**src/rtl/core/frame_rate_from_pixel_clock_defines.svh**
```systemverilog
// Assertion macros shared by the frame rate block.
`ifndef FRAME_RATE_FROM_PIXEL_CLOCK_DEFINES_SVH
`define FRAME_RATE_FROM_PIXEL_CLOCK_DEFINES_SVH

// Same-cycle implication, checked on every rising edge outside reset.
`define FRPC_ASSERT_IMP(lbl, ante, cons, msg) \
    lbl: assert property (@(posedge i_clk) disable iff (!i_rst_n) (ante) |-> (cons)) \
        else $error(msg);

// Next-cycle implication, checked on every rising edge outside reset.
`define FRPC_ASSERT_NXT(lbl, ante, cons, msg) \
    lbl: assert property (@(posedge i_clk) disable iff (!i_rst_n) (ante) |=> (cons)) \
        else $error(msg);

`endif

```
**src/rtl/core/frpc_pkg.sv**
```systemverilog
package frpc_pkg;

    localparam int NUM_W = 42;
    localparam int DEN_W = 32;
    localparam int CLK_W = 32;
    localparam int DIM_W = 16;
    localparam int OUT_W = 32;
    localparam int CNT_W = $clog2(NUM_W);
    localparam int K_W   = $clog2(DEN_W);

    localparam logic [9:0] CLOCK_SCALE = 10'd1000;

    typedef struct packed {
        logic [OUT_W-1:0] den;
        logic [OUT_W-1:0] num;
    } t_frpc_res;

    typedef struct packed {
        logic idle;
        logic res_valid;
    } t_frpc_stat;

endpackage

```
**src/rtl/core/frame_rate_from_pixel_clock.sv**
```systemverilog
// Frame rate from pixel clock: reduces (pixel clock kHz * 1000) / (width * height)
// to a fraction whose terms each fit in 32 bits.
// Input channel s_axis carries one item: pixel clock in kHz, total line width
// and total frame height. Output channel m_axis carries one item per input:
// the numerator in the low word and the denominator in the high word.
// A zero denominator gives 1/0, a zero clock gives 0/1, and both zero give 0/0.
// The zero cases skip straight to normalizing. Otherwise the binary GCD loop does
// one shift, subtract or swap per cycle on the shared 42-bit subtractor, followed
// by two restoring divisions of 42 and 32 quotient bits on the same subtractor
// and up to 10 normalizing shifts. Division is skipped when the divisor is one.
// One item is in work at a time; s_axis_tready is high only while the engine
// is idle. A finished result sits in the output register, so the next item is
// accepted while m_axis waits; if that one finishes before the receiver takes
// the previous result, the engine holds it until the output register frees.
// Synchronous active-low reset empties the output register and idles the engine.
`include "frame_rate_from_pixel_clock_defines.svh"

module frame_rate_from_pixel_clock
    import frpc_pkg::*;
(
    input  logic        i_clk,
    input  logic        i_rst_n,
    input  logic        s_axis_tvalid,
    output logic        s_axis_tready,
    // pixel_clock_khz[31:0], total_line_width[47:32], total_frame_height[63:48]
    input  logic [63:0] s_axis_tdata,
    output logic        m_axis_tvalid,
    input  logic        m_axis_tready,
    // rate_numerator[31:0], rate_denominator[63:32]
    output logic [63:0] m_axis_tdata
);

    t_frpc_stat eng_stat;
    t_frpc_res  eng_res;
    logic       in_accept;
    logic       out_load;
    logic       r_m_valid;
    t_frpc_res  r_m_data;

    assign s_axis_tready = eng_stat.idle;
    assign in_accept     = s_axis_tvalid && s_axis_tready;
    assign out_load      = eng_stat.res_valid && (!r_m_valid || m_axis_tready);

    frpc_engine u_engine (
        .i_clk      (i_clk),
        .i_rst_n    (i_rst_n),
        .i_start    (in_accept),
        .i_pclk_khz (s_axis_tdata[31:0]),
        .i_width    (s_axis_tdata[47:32]),
        .i_height   (s_axis_tdata[63:48]),
        .i_ack      (out_load),
        .o_stat     (eng_stat),
        .o_res      (eng_res)
    );

    always_ff @(posedge i_clk) begin
        if (!i_rst_n) begin
            r_m_valid <= 1'b0;
        end else if (out_load) begin
            r_m_valid <= 1'b1;
        end else if (m_axis_tready) begin
            r_m_valid <= 1'b0;
        end
    end

    always_ff @(posedge i_clk) begin
        if (out_load) begin
            r_m_data <= eng_res;
        end
    end

    assign m_axis_tvalid = r_m_valid;
    assign m_axis_tdata  = r_m_data;

    `FRPC_ASSERT_NXT(a_busy_after_accept, in_accept, !s_axis_tready, "engine idle after accept")
    `FRPC_ASSERT_IMP(a_load_needs_room, out_load, !r_m_valid || m_axis_tready, "result overwritten")
    `FRPC_ASSERT_NXT(a_out_held, m_axis_tvalid && !m_axis_tready, m_axis_tvalid && $stable(m_axis_tdata), "result changed while waiting")
    `FRPC_ASSERT_NXT(a_result_held, eng_stat.res_valid && !out_load, eng_stat.res_valid, "result dropped by engine")

endmodule

```
**src/rtl/core/frpc_alu.sv**
```systemverilog
module frpc_alu
    import frpc_pkg::*;
(
    input  logic [NUM_W-1:0] i_a,
    input  logic [NUM_W-1:0] i_b,
    output logic [NUM_W-1:0] o_diff,
    output logic             o_borrow
);

    logic [NUM_W:0] diff_ext;

    assign diff_ext = {1'b0, i_a} - {1'b0, i_b};
    assign o_diff   = diff_ext[NUM_W-1:0];
    assign o_borrow = diff_ext[NUM_W];

endmodule

```
**src/rtl/core/frpc_engine.sv**
```systemverilog
module frpc_engine
    import frpc_pkg::*;
(
    input  logic             i_clk,
    input  logic             i_rst_n,
    input  logic             i_start,
    input  logic [CLK_W-1:0] i_pclk_khz,
    input  logic [DIM_W-1:0] i_width,
    input  logic [DIM_W-1:0] i_height,
    input  logic             i_ack,
    output t_frpc_stat       o_stat,
    output t_frpc_res        o_res
);

    typedef enum logic [7:0] {
        S_IDLE   = 8'b0000_0001,
        S_PREP   = 8'b0000_0010,
        S_TWOS   = 8'b0000_0100,
        S_REDUCE = 8'b0000_1000,
        S_DIVN   = 8'b0001_0000,
        S_DIVD   = 8'b0010_0000,
        S_NORM   = 8'b0100_0000,
        S_DONE   = 8'b1000_0000
    } t_state;

    t_state             r_state, n_state;
    logic [NUM_W-1:0]   r_num, n_num;
    logic [DEN_W-1:0]   r_den, n_den;
    logic [NUM_W-1:0]   r_u, n_u;
    logic [NUM_W-1:0]   r_v, n_v;
    logic [K_W-1:0]     r_k, n_k;
    logic [DEN_W-1:0]   r_g, n_g;
    logic [DEN_W-1:0]   r_rem, n_rem;
    logic [CNT_W-1:0]   r_cnt, n_cnt;

    logic [NUM_W-1:0]   alu_a, alu_b, alu_diff;
    logic               alu_borrow;
    logic [DEN_W:0]     trial_num, trial_den;
    logic [DEN_W-1:0]   g_val;
    logic [NUM_W-1:0]   v_shl;

    frpc_alu u_alu (
        .i_a      (alu_a),
        .i_b      (alu_b),
        .o_diff   (alu_diff),
        .o_borrow (alu_borrow)
    );

    assign trial_num = {r_rem, r_num[NUM_W-1]};
    assign trial_den = {r_rem, r_den[DEN_W-1]};
    assign v_shl     = r_v << r_k;
    assign g_val     = v_shl[DEN_W-1:0];

    always_comb begin
        case (r_state)
            S_DIVN: begin
                alu_a = NUM_W'(trial_num);
                alu_b = NUM_W'(r_g);
            end
            S_DIVD: begin
                alu_a = NUM_W'(trial_den);
                alu_b = NUM_W'(r_g);
            end
            default: begin
                alu_a = r_u;
                alu_b = r_v;
            end
        endcase
    end

    always_comb begin
        n_state = r_state;
        n_num   = r_num;
        n_den   = r_den;
        n_u     = r_u;
        n_v     = r_v;
        n_k     = r_k;
        n_g     = r_g;
        n_rem   = r_rem;
        n_cnt   = r_cnt;
        case (r_state)
            S_IDLE: begin
                if (i_start) begin
                    n_num   = NUM_W'(i_pclk_khz) * NUM_W'(CLOCK_SCALE);
                    n_den   = DEN_W'(i_width) * DEN_W'(i_height);
                    n_state = S_PREP;
                end
            end
            S_PREP: begin
                if (r_num == '0) begin
                    n_den   = (r_den == '0) ? '0 : DEN_W'(1);
                    n_state = S_NORM;
                end else if (r_den == '0) begin
                    n_num   = NUM_W'(1);
                    n_state = S_NORM;
                end else begin
                    n_u     = r_num;
                    n_v     = NUM_W'(r_den);
                    n_k     = '0;
                    n_state = S_TWOS;
                end
            end
            S_TWOS: begin
                if (!r_u[0] && !r_v[0]) begin
                    n_u = r_u >> 1;
                    n_v = r_v >> 1;
                    n_k = r_k + K_W'(1);
                end else begin
                    n_state = S_REDUCE;
                end
            end
            S_REDUCE: begin
                if (r_u == '0) begin
                    n_g = g_val;
                    if (g_val == DEN_W'(1)) begin
                        n_state = S_NORM;
                    end else begin
                        n_rem   = '0;
                        n_cnt   = CNT_W'(NUM_W - 1);
                        n_state = S_DIVN;
                    end
                end else if (!r_u[0]) begin
                    n_u = r_u >> 1;
                end else if (!r_v[0]) begin
                    n_v = r_v >> 1;
                end else if (!alu_borrow) begin
                    n_u = {1'b0, alu_diff[NUM_W-1:1]};
                end else begin
                    n_u = r_v;
                    n_v = r_u;
                end
            end
            S_DIVN: begin
                n_rem = alu_borrow ? trial_num[DEN_W-1:0] : alu_diff[DEN_W-1:0];
                n_num = {r_num[NUM_W-2:0], !alu_borrow};
                n_cnt = r_cnt - CNT_W'(1);
                if (r_cnt == '0) begin
                    n_rem   = '0;
                    n_cnt   = CNT_W'(DEN_W - 1);
                    n_state = S_DIVD;
                end
            end
            S_DIVD: begin
                n_rem = alu_borrow ? trial_den[DEN_W-1:0] : alu_diff[DEN_W-1:0];
                n_den = {r_den[DEN_W-2:0], !alu_borrow};
                n_cnt = r_cnt - CNT_W'(1);
                if (r_cnt == '0) begin
                    n_state = S_NORM;
                end
            end
            S_NORM: begin
                if (r_num[NUM_W-1:OUT_W] != '0) begin
                    n_num = r_num >> 1;
                    n_den = r_den >> 1;
                end else begin
                    n_state = S_DONE;
                end
            end
            S_DONE: begin
                if (i_ack) begin
                    n_state = S_IDLE;
                end
            end
            default: begin
                n_state = S_IDLE;
            end
        endcase
    end

    always_ff @(posedge i_clk) begin
        if (!i_rst_n) begin
            r_state <= S_IDLE;
        end else begin
            r_state <= n_state;
        end
    end

    always_ff @(posedge i_clk) begin
        r_num <= n_num;
        r_den <= n_den;
        r_u   <= n_u;
        r_v   <= n_v;
        r_k   <= n_k;
        r_g   <= n_g;
        r_rem <= n_rem;
        r_cnt <= n_cnt;
    end

    assign o_stat.idle      = (r_state == S_IDLE);
    assign o_stat.res_valid = (r_state == S_DONE);
    assign o_res.num        = r_num[OUT_W-1:0];
    assign o_res.den        = r_den;

endmodule

```
**config.mk**
```make
export PLATFORM = sky130hd
export DESIGN_NAME = frame_rate_from_pixel_clock
export DESIGN_NICKNAME = d
export VERILOG_FILES = /design/src/rtl/core/frpc_pkg.sv /design/src/rtl/core/frame_rate_from_pixel_clock.sv /design/src/rtl/core/frpc_alu.sv /design/src/rtl/core/frpc_engine.sv
export VERILOG_INCLUDE_DIRS = /design/src /design/src/rtl/core
export SDC_FILE = /design/constraint.sdc
export NUM_CORES = 2
export LEC_CHECK = 0
export BUFFER_PORTS_ARGS = -buffer_cell sky130_fd_sc_hd__buf_2
export CAP_MARGIN = 20
export CORE_MARGIN = 4
export CORE_UTILIZATION = 50
export CTS_CLUSTER_SIZE = 40
export DETAILED_ROUTE_END_ITERATION = 6
export GPL_TIMING_DRIVEN = 0
export PLACE_DENSITY = 0.72
export RECOVER_POWER = 50
export SYNTH_ARGS = -nofsm -noshare
export SYNTH_HDL_FRONTEND = slang
export SYNTH_SLANG_ARGS = --single-unit
```
**constraint.sdc**
```tcl
create_clock -name i_clk -period 6.7 [get_ports i_clk]
set_input_delay 0.67 -clock i_clk [delete_from_list [all_inputs] [get_ports i_clk]]
set_output_delay 0.67 -clock i_clk [all_outputs]
set_load 0.02 [all_outputs]
```
After elaboration in Yosys (flattened, before gate mapping)

Index checks and enable logic that the tools add are counted.

Equal/unequal tests: 27
Shifts and indexed selects: 1
Mux-type cells: 55
Add/subtract/negate cells: 3
Reductions and logical operators: 30
Multipliers: 2

Operators by type and width:

| operator                                                               | number |
|---|---|
| 42-bit 2-to-1 mux                                                      | 19 |
| 32-bit 2-to-1 mux                                                      | 8 |
| 42-bit one-hot mux with 3 select lines                                 | 2 |
| 42-bit one-hot mux with 4 select lines                                 | 1 |
| 32-bit one-hot mux with 4 select lines                                 | 1 |
| 32-bit one-hot mux with 3 select lines                                 | 1 |
| 42-bit logical NOT                                                     | 2 |
| 42-bit one-hot mux with 2 select lines                                 | 1 |
| 8-bit 2-to-1 mux                                                       | 8 |
| 8-bit one-hot mux with 8 select lines                                  | 1 |
| 42-bit by 42-bit subtractor with 43-bit output                         | 1 |
| 42-bit by 5-bit << shifter with 32-bit output                          | 1 |
| 32-bit by 7-bit multiplier with 39-bit output, second input constant   | 1 |
| 32-bit by 1-bit equality test with 1-bit output, second input constant | 1 |
| 32-bit logical NOT                                                     | 1 |
| 16-bit by 16-bit multiplier with 32-bit output                         | 1 |
| 2-bit by 1-bit != test with 1-bit output, second input constant        | 10 |
| 6-bit 2-to-1 mux                                                       | 3 |
| 6-bit one-hot mux with 3 select lines                                  | 1 |
| 5-bit 2-to-1 mux                                                       | 3 |
| 7-bit 2-to-1 mux                                                       | 2 |
| 7-bit AND reduction                                                    | 2 |
| 2-bit != test, second input constant                                   | 6 |
| 6-bit AND reduction                                                    | 2 |
| other kinds (26)                                                       | 39 |

Output and inout port bits: 66
Register bits: 306

Logic depth before layout (Yosys ltp)

Depth in word-level cells: 9
Mapped depth: 25

By module

Synthesis repeated with hierarchy kept, for this count alone.

Cell total of the unflattened synthesis: 3305
Area, all modules: 32581.2 um2

By module, submodules not included:

| module                      | area an instance (um2) | cells each | instances |
|---|---|---|---|
| frpc_engine                 | 28050.7                | 2838       | 1 |
| frpc_alu                    | 2555.0                 | 398        | 1 |
| frame_rate_from_pixel_clock | 1975.6                 | 69         | 1 |

Least setup slack after synthesis

No wires, ideal clock.

Kind: input to register
From: input s_axis_tdata[57]
To: register u_engine.r_den[30], data pin
Path slack: 0.103 ns
Stages on the path: 24
Path buffers: 1
Arrival time: 6.331 ns
Required time: 6.433 ns
Library setup time: 0.267 ns
Cell sequence: clkbuf_1 -> nand2_1 -> fa_1 -> inv_1 -> fa_1 -> inv_1 -> fa_1 -> inv_1 -> fa_1 -> fa_1 -> inv_1 -> fa_1 -> inv_1 -> ha_1 -> and3_1 -> and3_1 -> a211oi_1 -> nand3_1 -> a31oi_1 -> nor2b_1 -> o21a_1 -> o211ai_1 -> xor2_1 -> o21ai_0

Longest elaborated chain between the ends: 3

Ends and longest elaborated chain:

| what                                           | RTL line                          | source |
|---|---|---|
| start: declaration                             | frame_rate_from_pixel_clock.sv:26 | `input logic [63:0] s_axis_tdata,` |
| 16-bit by 16-bit multiplier with 32-bit output | frpc_engine.sv:85                 | `n_den = DEN_W'(i_width) * DEN_W'(i_height);` |
| 32-bit 2-to-1 mux                              | frpc_engine.sv:83                 | `if (i_start) begin` |
| 32-bit one-hot mux with 4 select lines         | frpc_engine.sv:81                 | `case (r_state)` |
| net u_engine.n_den[30]                         | frpc_engine.sv:28                 | `logic [DEN_W-1:0] r_den, n_den;` |
| end signal: assignment                         | frpc_engine.sv:180                | `r_den <= n_den;` |
| end: declaration                               | frpc_engine.sv:28                 |  |

The timed path passes the listed nets, and every way through them passes these cells. The select of a mux whose other input is x is not followed.
A chain may end at the register's enable or synchronous reset.

Final worst setup path

From: register u_engine.r_state[0]
To: register u_engine.r_u[21], data pin

Longest elaborated chain between the ends: 9
Elaborated cells on any way between the ends: 14
Those cells by class: add/sub (1); eq/ne (5); mux (7); reduce/logical (1)

Ends and longest elaborated chain:

| what                                                                                                                    | RTL line           | source |
|---|---|---|
| start: declaration                                                                                                      | frpc_engine.sv:26  | `t_state r_state, n_state;` |
| start signal: assignment                                                                                                | frpc_engine.sv:174 | `r_state <= n_state;` |
| 8-bit by 5-bit equality test with 1-bit output / 8-bit by 6-bit equality test with 1-bit output (equally long branches) | frpc_engine.sv:55  | `case (r_state)` |
| 2-bit OR reduction (no source line)                                                                                     | --                 |  |
| 42-bit 2-to-1 mux                                                                                                       | frpc_engine.sv:55  |  |
| 42-bit by 42-bit subtractor with 43-bit output                                                                          | frpc_alu.sv:12     | `assign diff_ext = {1'b0, i_a} - {1'b0, i_b};` |
| 42-bit 2-to-1 mux                                                                                                       | frpc_engine.sv:126 | `end else if (!alu_borrow) begin` |
| 42-bit 2-to-1 mux                                                                                                       | frpc_engine.sv:124 | `end else if (!r_v[0]) begin` |
| 42-bit 2-to-1 mux                                                                                                       | frpc_engine.sv:122 | `end else if (!r_u[0]) begin` |
| 42-bit 2-to-1 mux                                                                                                       | frpc_engine.sv:113 | `if (r_u == '0) begin` |
| 42-bit one-hot mux with 3 select lines *                                                                                | frpc_engine.sv:81  |  |
| net u_engine.n_u[21]                                                                                                    | frpc_engine.sv:29  | `logic [NUM_W-1:0] r_u, n_u;` |
| end signal: assignment                                                                                                  | frpc_engine.sv:181 | `r_u <= n_u;` |
| end: declaration                                                                                                        | frpc_engine.sv:29  |  |

The timed path passes the listed nets; every way through them passes the cells marked *. The select of a mux whose other input is x is not followed.

==> results list <==
- Number of max-cap violations: 3
- In the global route stage, overall resource usage came out at 27.84%.
- Slowest library cell on the worst path: sky130_fd_sc_hd__nor3b_4
- The worst setup path is launched from a flip-flop.
- Run status: finished, violations left
- Arrival time of data at the critical path endpoint: 6800 ps
* Number of standard cells in the layout, taps in and fillers out: between 4000 and 5000
- For this block, the initial DRC count from the detailed router was roughly 2700.
- HPWL after detailed placement: roughly 77000 um
- After clock tree synthesis, the flow added hold-fix buffers numbering 0.
- P&R area growth vs syn: 8.360%
* Die Outline Area: 67740 um^2
- Number of levels in the clock H-tree: 1
* Number of optimization iterations in the first detailed-route pass: 6
- By startpoint and endpoint, the worst setup path is classified as reg2reg.
* Routed Wire Length: around 94000 um
* Row count: 92
- Count of flip-flops with a built-in enable after synthesis: 297
- Class of the tightest hold or removal check: in2reg
- Normalized max-slew margin: -84.81%
- Standby leakage power: 15.00 nW
- When the netlist entered floorplanning its net count stood at 3832.
* Clock buffer count from CTS: 30
- Number of slew-limit violations in the final report: 102
- The number of global-route vias before repair was 25070.
- Share of the cycle needed by the critical path after routing: 96.48%
* Unrepaired setup endpoints after global routing: no
- Share of final-layout standard cells stronger than drive strength 1: 7.349%
- For this configuration, the core starts out at a cell density of 50.44%.
- Number of nets in the finished design: between 3000 and 4000
- TritonCTS built the clock tree.
- Total power divided by cell area: approximately 470 nW/um^2
* Violated checks: max-capacitance violations, max-slew violations
- Ant diodes: 0
- Worst vdd ir: ~0.43 mV
- Setup Skew: approximately 23 ps
- Total cell area at the placement stage: 33690 um^2
- Count of antenna-violating nets left after detailed routing: 0
- Worst hold slack: 262.0 ps
- Vertical die dimension: 260.3 um
* Setup violators final: 0
- After global routing the overflow that remains totals 0.
- Among all flip-flop cells after synthesis, the most frequent one is sky130_fd_sc_hd__edfxtp_1.
- Distinct cell type count of the synthesized netlist: between 80 and 90
* Final design area excluding fillers: 34480 um^2
* Largest incremental delay on the critical path: 510 ps
- In this run the mean area of a mapped cell was 9.891 um^2.
- Pin count of the biggest net entering global routing: 37
- Syn Inst Count: 3217
* Number of buffers on the longest clock path: 3
- Crit end category: flip-flop
- The number of antenna violations at the first check in global routing came to 1.
* Post-synthesis async set-or-reset flop share: 0%
- Fillers: 5702
- The routed layout has 25280 vias.
- In this run, synthesis produced a sequential element count of 306.
- The root buffer cell chosen for the clock tree is sky130_fd_sc_hd__clkbuf_16.
* Proportion of synthesized chip area in sequential cells: between 20% and 30%
* Required time of the critical path: 7040 ps
* Maximum clock frequency: 154.7 MHz
- The congestion estimate from routability-driven global placement came to a little under 1.
- Area of the mapped netlist: between 30000 and 40000 um^2
- During synthesis, Yosys emitted a total of 0 warnings.
* I/O pin count: between 100 and 150
- Port buffering added 133 buffers.
- In the final routed layout, each cell accounts on average for 22.31 um.
* Die Span X: about 260 um
- Critical path fanouts, max: 10
- After clock tree synthesis, the clock-pin slew on the worst setup and hold paths is 60 ps.
- Traced cell by cell, the critical path runs through nor4_1 -> nand2_1 -> nor3b_4 -> nor2_1 -> clkbuf_2 -> mux2_2 -> ha_1 -> fa_1 -> nand2b_1 -> a21oi_1 -> o21ai_1 -> a21boi_2 -> a21oi_2 -> o21ai_2 -> a221o_1 -> buf_2 -> buf_2 -> mux2i_1 -> o21ai_1.
- CTS saw 306 sinks.
* Number of failing hold endpoints at the final stage: 0
- For the worst-skew pair, the clock arrives at the later sink with an insertion delay of 610 ps.
- Number of buffers inserted to repair setup after CTS: 0
* Drc violations: 0
* Global-route wire length before repair: 147100 um
- Total placed cells including tap cells: around 4200
- The clock period could shrink to 6464 ps.
- Area of the core: 63080 um^2
- Dividing the detail-routed via count by the number of cells gives 5.972.
- Tightest Pin Transition: 2766 ps
[final cells by class]
class / instances / area, um^2 / area share, %
Buffer: 126 / 573.1 / 1.662
Clock buffer: 39 / 825.8 / 2.395
Clock inverter: 14 / 153.9 / 0.4463
Inverter: 412 / 1546 / 4.485
Multi-Input combinational cell: 2353 / 20550 / 59.60
Sequential cell: 306 / 9099 / 26.39
Tap cell: 846 / 1059 / 3.070
Timing Repair Buffer: 138 / 674.4 / 1.956
[power breakdown]
| group | leakage [nW] | total, W | switching [W] | internal (W) |
|---|---|---|---|---|
| Sequential | 2.89 | 0.00403 | 0.000843 | 0.00318 |
| Combinational | 11.6 | 0.0105 | 0.00605 | 0.00441 |
| Clock | 0.470 | 0.00171 | 0.000766 | 0.000948 |
[logic make-up after synthesis]
| logic type | share of synthesized area, % |
|---|---|
| and+or+nand+nor | 12.60 |
| AOI/OAI and AO/OA | 14.87 |
| xor gates and xnor gates | 2.725 |
| muxes | 5.371 |
| buffers and inverters | 6.940 |
| DFF | 28.60 |
| adders and majority gates | 28.89 |
[metal layers]
layer	up-vias	track usage [%]	share of wire (%)
li1	11450	-	-
met1	12340	38.17	40
met2	1278	45.11	46
met3	214	4.212	9.6
met4	2	10.38	4.7
met5	-	0	0.066
[path summary, 6_finish.rpt]
path / start / end / slack (ps) / depth (start not counted)
hold / removal: i_rst_n / u_engine.r_state[0] / 260 / 2
setup reg to reg: u_engine.r_state[0] / u_engine.r_u[21] / 240 / 19
hold reg to reg: u_engine.r_num[0] / m_axis_tdata[0] / 560 / 0
setup / recovery: u_engine.r_state[0] / u_engine.r_u[21] / 240 / 19
[Yosys cell counts (8+ instances only)]
cell type	number	share of area [%]
sky130_fd_sc_hd__inv_1	411	4.8
sky130_fd_sc_hd__nand2_1	363	4.3
sky130_fd_sc_hd__fa_1	313	20
sky130_fd_sc_hd__edfxtp_1	297	28
sky130_fd_sc_hd__ha_1	234	9.2
sky130_fd_sc_hd__a21oi_1	168	2.6
sky130_fd_sc_hd__o21ai_0	149	2.3
sky130_fd_sc_hd__and2_1	136	2.7
sky130_fd_sc_hd__a22oi_1	130	3.1
sky130_fd_sc_hd__nor2_1	125	1.5
sky130_fd_sc_hd__clkbuf_1	93	1.1
sky130_fd_sc_hd__mux2i_1	88	2.8
sky130_fd_sc_hd__a21o_1	52	1.2
sky130_fd_sc_hd__xor2_1	52	1.4
sky130_fd_sc_hd__xnor2_1	47	1.3
sky130_fd_sc_hd__mux2_2	45	1.6
sky130_fd_sc_hd__nor4_1	35	0.69
sky130_fd_sc_hd__nand3_1	31	0.49
sky130_fd_sc_hd__buf_2	25	0.39
sky130_fd_sc_hd__a211oi_1	24	0.57
sky130_fd_sc_hd__a22o_1	23	0.63
sky130_fd_sc_hd__nand2b_1	23	0.45
sky130_fd_sc_hd__nand4_1	22	0.43
sky130_fd_sc_hd__o21bai_1	22	0.52
sky130_fd_sc_hd__a21boi_0	21	0.50
sky130_fd_sc_hd__o21ai_1	21	0.33
sky130_fd_sc_hd__and3_1	20	0.39
sky130_fd_sc_hd__nor2b_1	18	0.35
sky130_fd_sc_hd__o21a_1	17	0.40
sky130_fd_sc_hd__nor3_1	15	0.24
sky130_fd_sc_hd__a31oi_1	14	0.28
sky130_fd_sc_hd__buf_1	12	0.14
sky130_fd_sc_hd__buf_4	11	0.26
sky130_fd_sc_hd__mux4_2	10	0.71
sky130_fd_sc_hd__nor3b_1	10	0.24
sky130_fd_sc_hd__o211ai_1	10	0.24
sky130_fd_sc_hd__dfxtp_1	9	0.57
sky130_fd_sc_hd__or3_1	8	0.16
[through the flow]
stage               worst slack [ps]  power, W  util (%)  setup TNS [ps]
global route                   1.890   0.01773     54.66               0
detailed placement            -844.9   0.01431     53.41           -6071
floorplan                      102.8   0.01164         -               0
CTS                            128.2   0.01607     54.89               0
global placement               -1867   0.01411     53.18          -82070
finish                         236.0   0.01619     54.66               0
[state kept, by name (all words and copies together), names as in the netlist]
signal,count
m_axis_tdata,64
m_axis_tvalid,1
u_engine.r_cnt,6
u_engine.r_den,32
u_engine.r_g,32
u_engine.r_k,5
u_engine.r_num,42
u_engine.r_rem,32
u_engine.r_state,8
u_engine.r_u,42
u_engine.r_v,42
[cells in the final DEF (no fill, tap or decap), types with 23 or more instances in the layout]
| cell type | count |
|---|---|
| sky130_fd_sc_hd__and2_1 | 134 |
| sky130_fd_sc_hd__nor2_1 | 124 |
| sky130_fd_sc_hd__fa_1 | 313 |
| sky130_fd_sc_hd__a22o_1 | 23 |
| sky130_fd_sc_hd__a22oi_1 | 131 |
| sky130_fd_sc_hd__clkbuf_1 | 149 |
| sky130_fd_sc_hd__nand2b_1 | 23 |
| sky130_fd_sc_hd__a21o_1 | 52 |
| sky130_fd_sc_hd__nand3_1 | 31 |
| sky130_fd_sc_hd__edfxtp_1 | 297 |
| sky130_fd_sc_hd__buf_2 | 88 |
| sky130_fd_sc_hd__inv_1 | 411 |
| sky130_fd_sc_hd__mux2i_1 | 88 |
| sky130_fd_sc_hd__a211oi_1 | 23 |
| sky130_fd_sc_hd__o21ai_0 | 151 |
| sky130_fd_sc_hd__xnor2_1 | 47 |
| sky130_fd_sc_hd__clkbuf_16 | 31 |
| sky130_fd_sc_hd__mux2_2 | 43 |
| sky130_fd_sc_hd__nand2_1 | 362 |
| sky130_fd_sc_hd__ha_1 | 234 |
| sky130_fd_sc_hd__a21oi_1 | 169 |
| sky130_fd_sc_hd__nor4_1 | 35 |
| sky130_fd_sc_hd__xor2_1 | 52 |
[worst max-delay path, delay by kind of cell (launching register included)]
family / cells / cell delay, ps
buf+inv: 3 / 1070
flops: 1 / 350
simple gates: 5 / 1800
mux: 2 / 720
fa+ha+maj: 2 / 710
compound gates: 7 / 1500
[timing repair]
item                                    4_1_cts  5_1_grt
resized for setup                             7       21
pin swaps                                     0        1
endpoints found under the setup margin        2       99
Power figures use the tool's default switching activity.
